--- src/prd_pkg.sv ---
// ----------------------------------------------------------------------------
// prd_pkg
// shared widths, register indexes and stage payload types of the primary
// ray direction pipeline
// ----------------------------------------------------------------------------
package prd_pkg;

  // field widths
  localparam int unsigned PIX_W     = 12;
  localparam int unsigned SUB_W     = 8;
  localparam int unsigned INV_W     = 25;
  localparam int unsigned ROW_W     = 60;
  localparam int unsigned LANE_W    = 20;
  localparam int unsigned DIR_W     = 16;
  localparam int unsigned CFG_IDX_W = 3;

  // internal widths
  localparam int unsigned NDC_W     = 24;  // Q.20 ndc in [-4, 4]
  localparam int unsigned NDC_FRAC  = 20;
  localparam int unsigned MAG_W     = 30;  // normalized magnitude, msb at bit 29
  localparam int unsigned SUM_W     = 62;  // sum of three squares
  localparam int unsigned LEN_W     = 31;  // floor square root of the sum
  localparam int unsigned NUM_W     = 46;  // divider numerator
  localparam int unsigned Q_W       = 16;  // quotient bits

  // register indexes
  localparam logic [CFG_IDX_W-1:0] CFG_BASIS_X = 3'd0;
  localparam logic [CFG_IDX_W-1:0] CFG_BASIS_Y = 3'd1;
  localparam logic [CFG_IDX_W-1:0] CFG_BASIS_Z = 3'd2;
  localparam logic [CFG_IDX_W-1:0] CFG_INV_W   = 3'd3;
  localparam logic [CFG_IDX_W-1:0] CFG_INV_H   = 3'd4;

  localparam logic [INV_W-1:0] INV_RESET = 25'h100_0000;

  typedef logic [2:0][ROW_W-1:0] basis_t;

  typedef struct packed {
    logic signed [NDC_W-1:0] nx;
    logic signed [NDC_W-1:0] ny;
  } ndc_t;

  typedef struct packed {
    logic [2:0][MAG_W-1:0] mag;
    logic [2:0]            neg;
    logic                  zero;
  } lane_t;

  typedef struct packed {
    lane_t            ln;
    logic [SUM_W-1:0] sum;
  } vec_t;

endpackage

--- src/prd_ndc.sv ---
// ----------------------------------------------------------------------------
// prd_ndc
// pixel plus sub-pixel offset to normalized device coordinates, two stages
// ----------------------------------------------------------------------------
module prd_ndc #(
  parameter int unsigned MAX_DIM = 4096
) (
  input  logic                               clk,
  input  logic                               rst_n,
  input  logic                               en,
  input  logic                               in_valid,
  input  logic [prd_pkg::PIX_W-1:0]          pixel_x,
  input  logic [prd_pkg::PIX_W-1:0]          pixel_y,
  input  logic [prd_pkg::SUB_W-1:0]          sub_x,
  input  logic [prd_pkg::SUB_W-1:0]          sub_y,
  input  logic [prd_pkg::INV_W-1:0]          inv_w,
  input  logic [prd_pkg::INV_W-1:0]          inv_h,
  output logic                               ndc_valid,
  output prd_pkg::ndc_t                      ndc
);

  localparam int unsigned PIX_LIM = (MAX_DIM > 4096) ? 4095 : MAX_DIM - 1;
  localparam logic [prd_pkg::PIX_W-1:0] PIX_MAX = prd_pkg::PIX_W'(PIX_LIM);
  localparam int unsigned COORD_W = prd_pkg::PIX_W + prd_pkg::SUB_W;
  localparam int unsigned PROD_W = COORD_W + prd_pkg::INV_W;
  localparam int unsigned V_W = 48;
  localparam logic signed [V_W-1:0] ONE_Q32 = 48'sd4294967296;
  localparam logic signed [V_W-1:0] NDC_LIM = 48'sd17179869184;

  // clamp, round half up to Q.20
  function automatic logic signed [prd_pkg::NDC_W-1:0] ndc_round(
    input logic signed [V_W-1:0] v
  );
    logic signed [V_W-1:0] c;
    logic [V_W-1:0] u;
    c = v;
    if (c > NDC_LIM) begin
      c = NDC_LIM;
    end else if (c < -NDC_LIM) begin
      c = -NDC_LIM;
    end
    u = c + NDC_LIM;
    u = (u + 48'd2048) >> 12;
    return u[prd_pkg::NDC_W-1:0] - 24'd4194304;
  endfunction

  logic [prd_pkg::PIX_W-1:0] px, py;
  logic [COORD_W-1:0]        cx, cy;
  logic [PROD_W-1:0]         prodx_nxt, prody_nxt;
  logic [PROD_W-1:0]         prodx_r, prody_r;
  logic                      v1_r, v2_r;
  logic signed [V_W-1:0]     vx, vy;
  prd_pkg::ndc_t             ndc_nxt, ndc_r;

  // stage 1: clamp pixel, scale by film reciprocal
  assign px = (pixel_x > PIX_MAX) ? PIX_MAX : pixel_x;
  assign py = (pixel_y > PIX_MAX) ? PIX_MAX : pixel_y;
  assign cx = {px, sub_x};
  assign cy = {py, sub_y};
  assign prodx_nxt = PROD_W'(cx) * PROD_W'(inv_w);
  assign prody_nxt = PROD_W'(cy) * PROD_W'(inv_h);

  always_ff @(posedge clk) begin
    if (!rst_n) begin
      v1_r <= 1'b0;
    end else if (en) begin
      v1_r <= in_valid;
    end
  end

  always_ff @(posedge clk) begin
    if (en) begin
      prodx_r <= prodx_nxt;
      prody_r <= prody_nxt;
    end
  end

  // stage 2: map to -1..1, y flipped
  assign vx = $signed({2'b00, prodx_r, 1'b0}) - ONE_Q32;
  assign vy = ONE_Q32 - $signed({2'b00, prody_r, 1'b0});
  assign ndc_nxt.nx = ndc_round(vx);
  assign ndc_nxt.ny = ndc_round(vy);

  always_ff @(posedge clk) begin
    if (!rst_n) begin
      v2_r <= 1'b0;
    end else if (en) begin
      v2_r <= v1_r;
    end
  end

  always_ff @(posedge clk) begin
    if (en) begin
      ndc_r <= ndc_nxt;
    end
  end

  assign ndc_valid = v2_r;
  assign ndc       = ndc_r;

endmodule

--- config.mk ---
export PLATFORM = sky130hd
export DESIGN_NAME = prd_ndc
export DESIGN_NICKNAME = d
export VERILOG_FILES = /design/src/prd_pkg.sv /design/src/prd_ndc.sv
export SDC_FILE = /design/constraint.sdc
export NUM_CORES = 2
export LEC_CHECK = 0
export CAP_MARGIN = 10
export CORE_MARGIN = 1
export CORE_UTILIZATION = 47
export CTS_CLUSTER_SIZE = 14
export DETAILED_ROUTE_END_ITERATION = 6
export DONT_BUFFER_PORTS = 1
export HOLD_SLACK_MARGIN = 0.1
export REMOVE_ABC_BUFFERS = 1
export SETUP_SLACK_MARGIN = 0.4
export SYNTH_ARGS = -nofsm -noshare
export SYNTH_HDL_FRONTEND = slang
export SYNTH_SLANG_ARGS = --single-unit
--- constraint.sdc ---
create_clock -name clk -period 13.33 [get_ports clk]
set_input_delay 2.666 -clock clk [delete_from_list [all_inputs] [get_ports clk]]
set_output_delay 2.666 -clock clk [all_outputs]
set_load 0.01 [all_outputs]
* Yosys cells after proc, flatten, opt, wreduce, memory -nomap -nowiden *
Index checks and enable logic that the tools add are counted.

storage, ports and cells
  register bits after elaboration = 140
  input port bits = 94
  output and inout bits = 49

operators by class
  add/sub/neg operators = 8
  multipliers = 2
  order comparisons = 6
  muxes and demuxes = 6

operator list
  operator                count
  $mux 36                 4
  $gt 47x36->1 const B    2
  $lt 47x35->1 const B    2
  $mul 20x25->45          2
  $add 36x12->36 const B  2
  $add 36x36->36 const B  2
  $sub 24x23->24 const B  2
  $sub 33x46->47 const A  1
  $sub 46x33->47 const B  1
  $gt 12x12->1 const B    2
  $mux 12                 2

* Depth between registers and ports, before layout *
  depth after elaboration = 7
  gate-level depth with buffers = 27

* Worst setup path before layout *
Ideal clock, no wire load.

  kind = input-to-reg
  from = input port inv_h[5] (netlist name)
  to = register prody_r[40], data pin
  setup time = 262 ps
  arrival time = 9,093 ps
  data required time = 13,068 ps
  path slack = 3,975 ps
  cell stages on the path = 26
  buffers on the path = 1
  cell sequence = clkbuf_1 > and2_1 > fa_1 > inv_1 > fa_1 > inv_1 > fa_1 > inv_1 > fa_1 > inv_1 > fa_1 > fa_1 > inv_1 > fa_1 > inv_1 > ha_1 > a21o_1 > a21o_1 > a2111oi_0 > o21ai_0 > a311o_1 > o221ai_1 > o21ai_1 > o21ai_1 > o21bai_1 > xor2_1

between the ends
  longest elaborated chain between the ends = 1

RTL lines
  element               line           RTL
  start, declared       prd_ndc.sv:17  input logic [prd_pkg::INV_W-1:0] inv_h,
  $mul 20x25->45        prd_ndc.sv:61  assign prody_nxt = PROD_W'(cy) * PROD_W'(inv_h);
  net prody_nxt[40]     prd_ndc.sv:49  logic [PROD_W-1:0] prodx_nxt, prody_nxt;
  end signal, assigned  prd_ndc.sv:74  prody_r <= prody_nxt;
  end, declared         prd_ndc.sv:50  logic [PROD_W-1:0] prodx_r, prody_r;

The timed path passes the listed nets, and every way through them passes these cells.
A chain may end at the register's enable or synchronous reset.

* Worst setup path in the final report *
Same ends and word-level chain as after synthesis.

==> results.md <==
* Total track usage at 0.245
* Initial antenna violation count at 0
* WP buf/inv at 6
* Critical setup path kind: primary input to flop
* Count of TritonRoute iterations in the first routing pass at 6
* Post-synthesis cell area at 37900 sq um
* Most frequent CP cell: fa_1
* Post-Route WL at 96.8 mm
* Port Buf Inserts at 0
* Commonest cells in the netlist: inv_1 (867), fa_1 (820), nand2_1 (649)
* EDFF count, synth at 138
* Sequential area share after synthesis at 0.110
* Worst Path Arrival at 9.59 ns
* Final Hold Viols at 0
* Dominant cells by area after synthesis: fa_1 (43%), edfxtp_1 (11%), ha_1 (10%)
* Synth async-reset ratio at 0
* #FFs+latches synth at 140
* Yosys warns at 0
* Routed vias at 26500
* Reg area at 4180 sq um
* Post-route clock period utilization at 0.706
* Diodes inserted at 0
* Clock skew at 0.0157 ns
* P&R area growth vs syn at 3.10%
* Final std cells w/o fill at 4965
* Yosys top cell area share at 0.433
* First-pass GRT wire length at 156 mm
* Slew headroom at 0.362
* DR iter-0 viols at 1646
* Unique masters post-synth at 73
* Top-count cell post-synth: inv_1
* Synth area leader: fa_1
* Hold Path Class: flop to flop
* Fillers at 7603
* Detail Route Antenna Nets at 0
* Slowest cell on crit path: fa_1
* Starting density of the core at 0.478
* Post-cts resize count at 0
* Largest net degree at the start of global routing at 141
* Residual DRC at 0
* Crit end category: flop
* RSZ-0062 raised after global routing: no
* Slew @ Worst Pin at 0.957 ns
* Die Y at 286 microns
* Status: finished clean
* # Max-Cap Violations at 0
* Endpoints failing setup at 0
* Setup Fix Bufs, Post-CTS at 0
* Ports at 143
* Clk buf depth at 2
* Post-Syn Instances at 4075
* TritonCTS clock tree: done
* Max-slew violations at 0
* Gr ovfl total at 0
* CP peak stage delay at 0.58 ns
* Vias in the first global route at 27900
* Post-synth top flop: edfxtp_1
* Area of the multi-input gates at 29800 sq um
* Placed Cells at 4934
* Num rows at 103
* Later-pin clock latency in the skew report at 0.43 ns
* Nets@finish at 5130
* Cts hold-fix bufs at 0
* Die width at 286 microns
* Core ar. at 79400 sq um
* Share of layout cells above drive strength 1 at 0.0120
* Clk sinks at 140
* Gpl congestion at 0.879
* Crit Path Max Fanout at 20
* CTS HTree Levels at 4
* CP Data Required Time at 13.51 ns
* Fmax at 106 MHz
* Clock transition at path regs at 0.06 ns
* Synthesized area per cell at 9.30 sq um
* Die ar. at 81800 sq um
* Setup tns final at 0 ns
* Root Buffer: clkbuf_16
* Worst setup SP type: primary input
* WL/cell at 19.5 microns
* Dpl hpwl at 76.6 mm
* Crit path time final at 9.41 ns
* Cell class contributing the biggest share of worst-path delay: adder cells
* Vias/cell at 5.33
* Num CTS Buffers at 17
per-stage QoR:
step                 util  worst slack (ns)  hold WS [ns]  area [sq um]
floorplan               -              4.14         0.482         37200
global placement    0.485              3.67         0.501         38500
detailed placement  0.485              3.55         0.519         38500
CTS                 0.492              4.02         0.530         39100
global route        0.492              3.59         0.561         39100
finish              0.492              3.92         0.520         39100
cell usage in the layout, fill, tap and decap left out, types with 17 or more instances in the layout:
master | netlist | layout
a21o_1 | 39 | 39
a21oi_1 | 86 | 86
and2_1 | 416 | 416
clkbuf_16 | 0 | 17
edfxtp_1 | 138 | 138
fa_1 | 820 | 820
ha_1 | 313 | 313
inv_1 | 867 | 867
nand2_1 | 649 | 649
nand3_1 | 32 | 32
nand4_1 | 18 | 18
nor2_1 | 105 | 105
nor3_1 | 20 | 20
nor4_1 | 17 | 17
o21ai_0 | 41 | 41
xnor2_1 | 87 | 87
xor2_1 | 46 | 46
cell families (layout without fill, tap and decap cells):
family | after synthesis | count (layout) | synth area share
simple gates | 1338 | 1338 | 0.171
fa+ha+maj | 1133 | 1133 | 0.536
buf+inv | 1060 | 900 | 0.105
compound gates | 269 | 269 | 0.0456
flops | 140 | 140 | 0.110
xor+xnor | 133 | 133 | 0.0307
mux | 2 | 2 | 0.000528
flip-flops by register name, summed over array words and instances, names as in the netlist:
register   flops
ndc_valid      1
prodx_r       45
v1_r           1
ndc           48
prody_r       45
final timing paths:
check                                 start     endpoint  slack [ns]  depth (start not counted)
worst max-delay path               inv_h[5]  prody_r[40]        3.92                         25
worst min-delay path                   v1_r         v1_r        0.52                          2
worst max register to register  prody_r[13]      ndc[17]        8.39                         17
worst min register to register         v1_r         v1_r        0.52                          2
area by class of cell:
type	instances	share of cell area
inverters	868	0.0834
well taps	1050	0.0336
flip-flops and latches	140	0.107
clock inverters	12	0.00349
repair buffers	1	0.000192
multi-input cells	2875	0.761
clock buffers	19	0.0111
routing by layer:
| layer | share of wire | wire length, microns | global-route usage | up-vias |
|---|---|---|---|---|
| met1 | 0.45 | 43500 | 0.350 | 13700 |
| met4 | 0.018 | 1770 | 0.0495 | 0 |
| met5 | 0 | 0 | 0 | - |
| met3 | 0.069 | 6720 | 0.0381 | 101 |
| met2 | 0.46 | 44800 | 0.396 | 796 |
| li1 | - | - | - | 11900 |
worst reg2reg max path: cells and delay by family (launching register included):
kind | cells | cell delay (ns)
simple gates | 11 | 3.18
flops | 1 | 0.51
compound gates | 3 | 0.41
fa+ha+maj | 1 | 0.28
buf+inv | 1 | 0.22
xor+xnor | 1 | 0.14
Power is left out: the tool's default activity adds up to more than one toggle a clock period on the data nets, which glitch-free logic cannot reach.
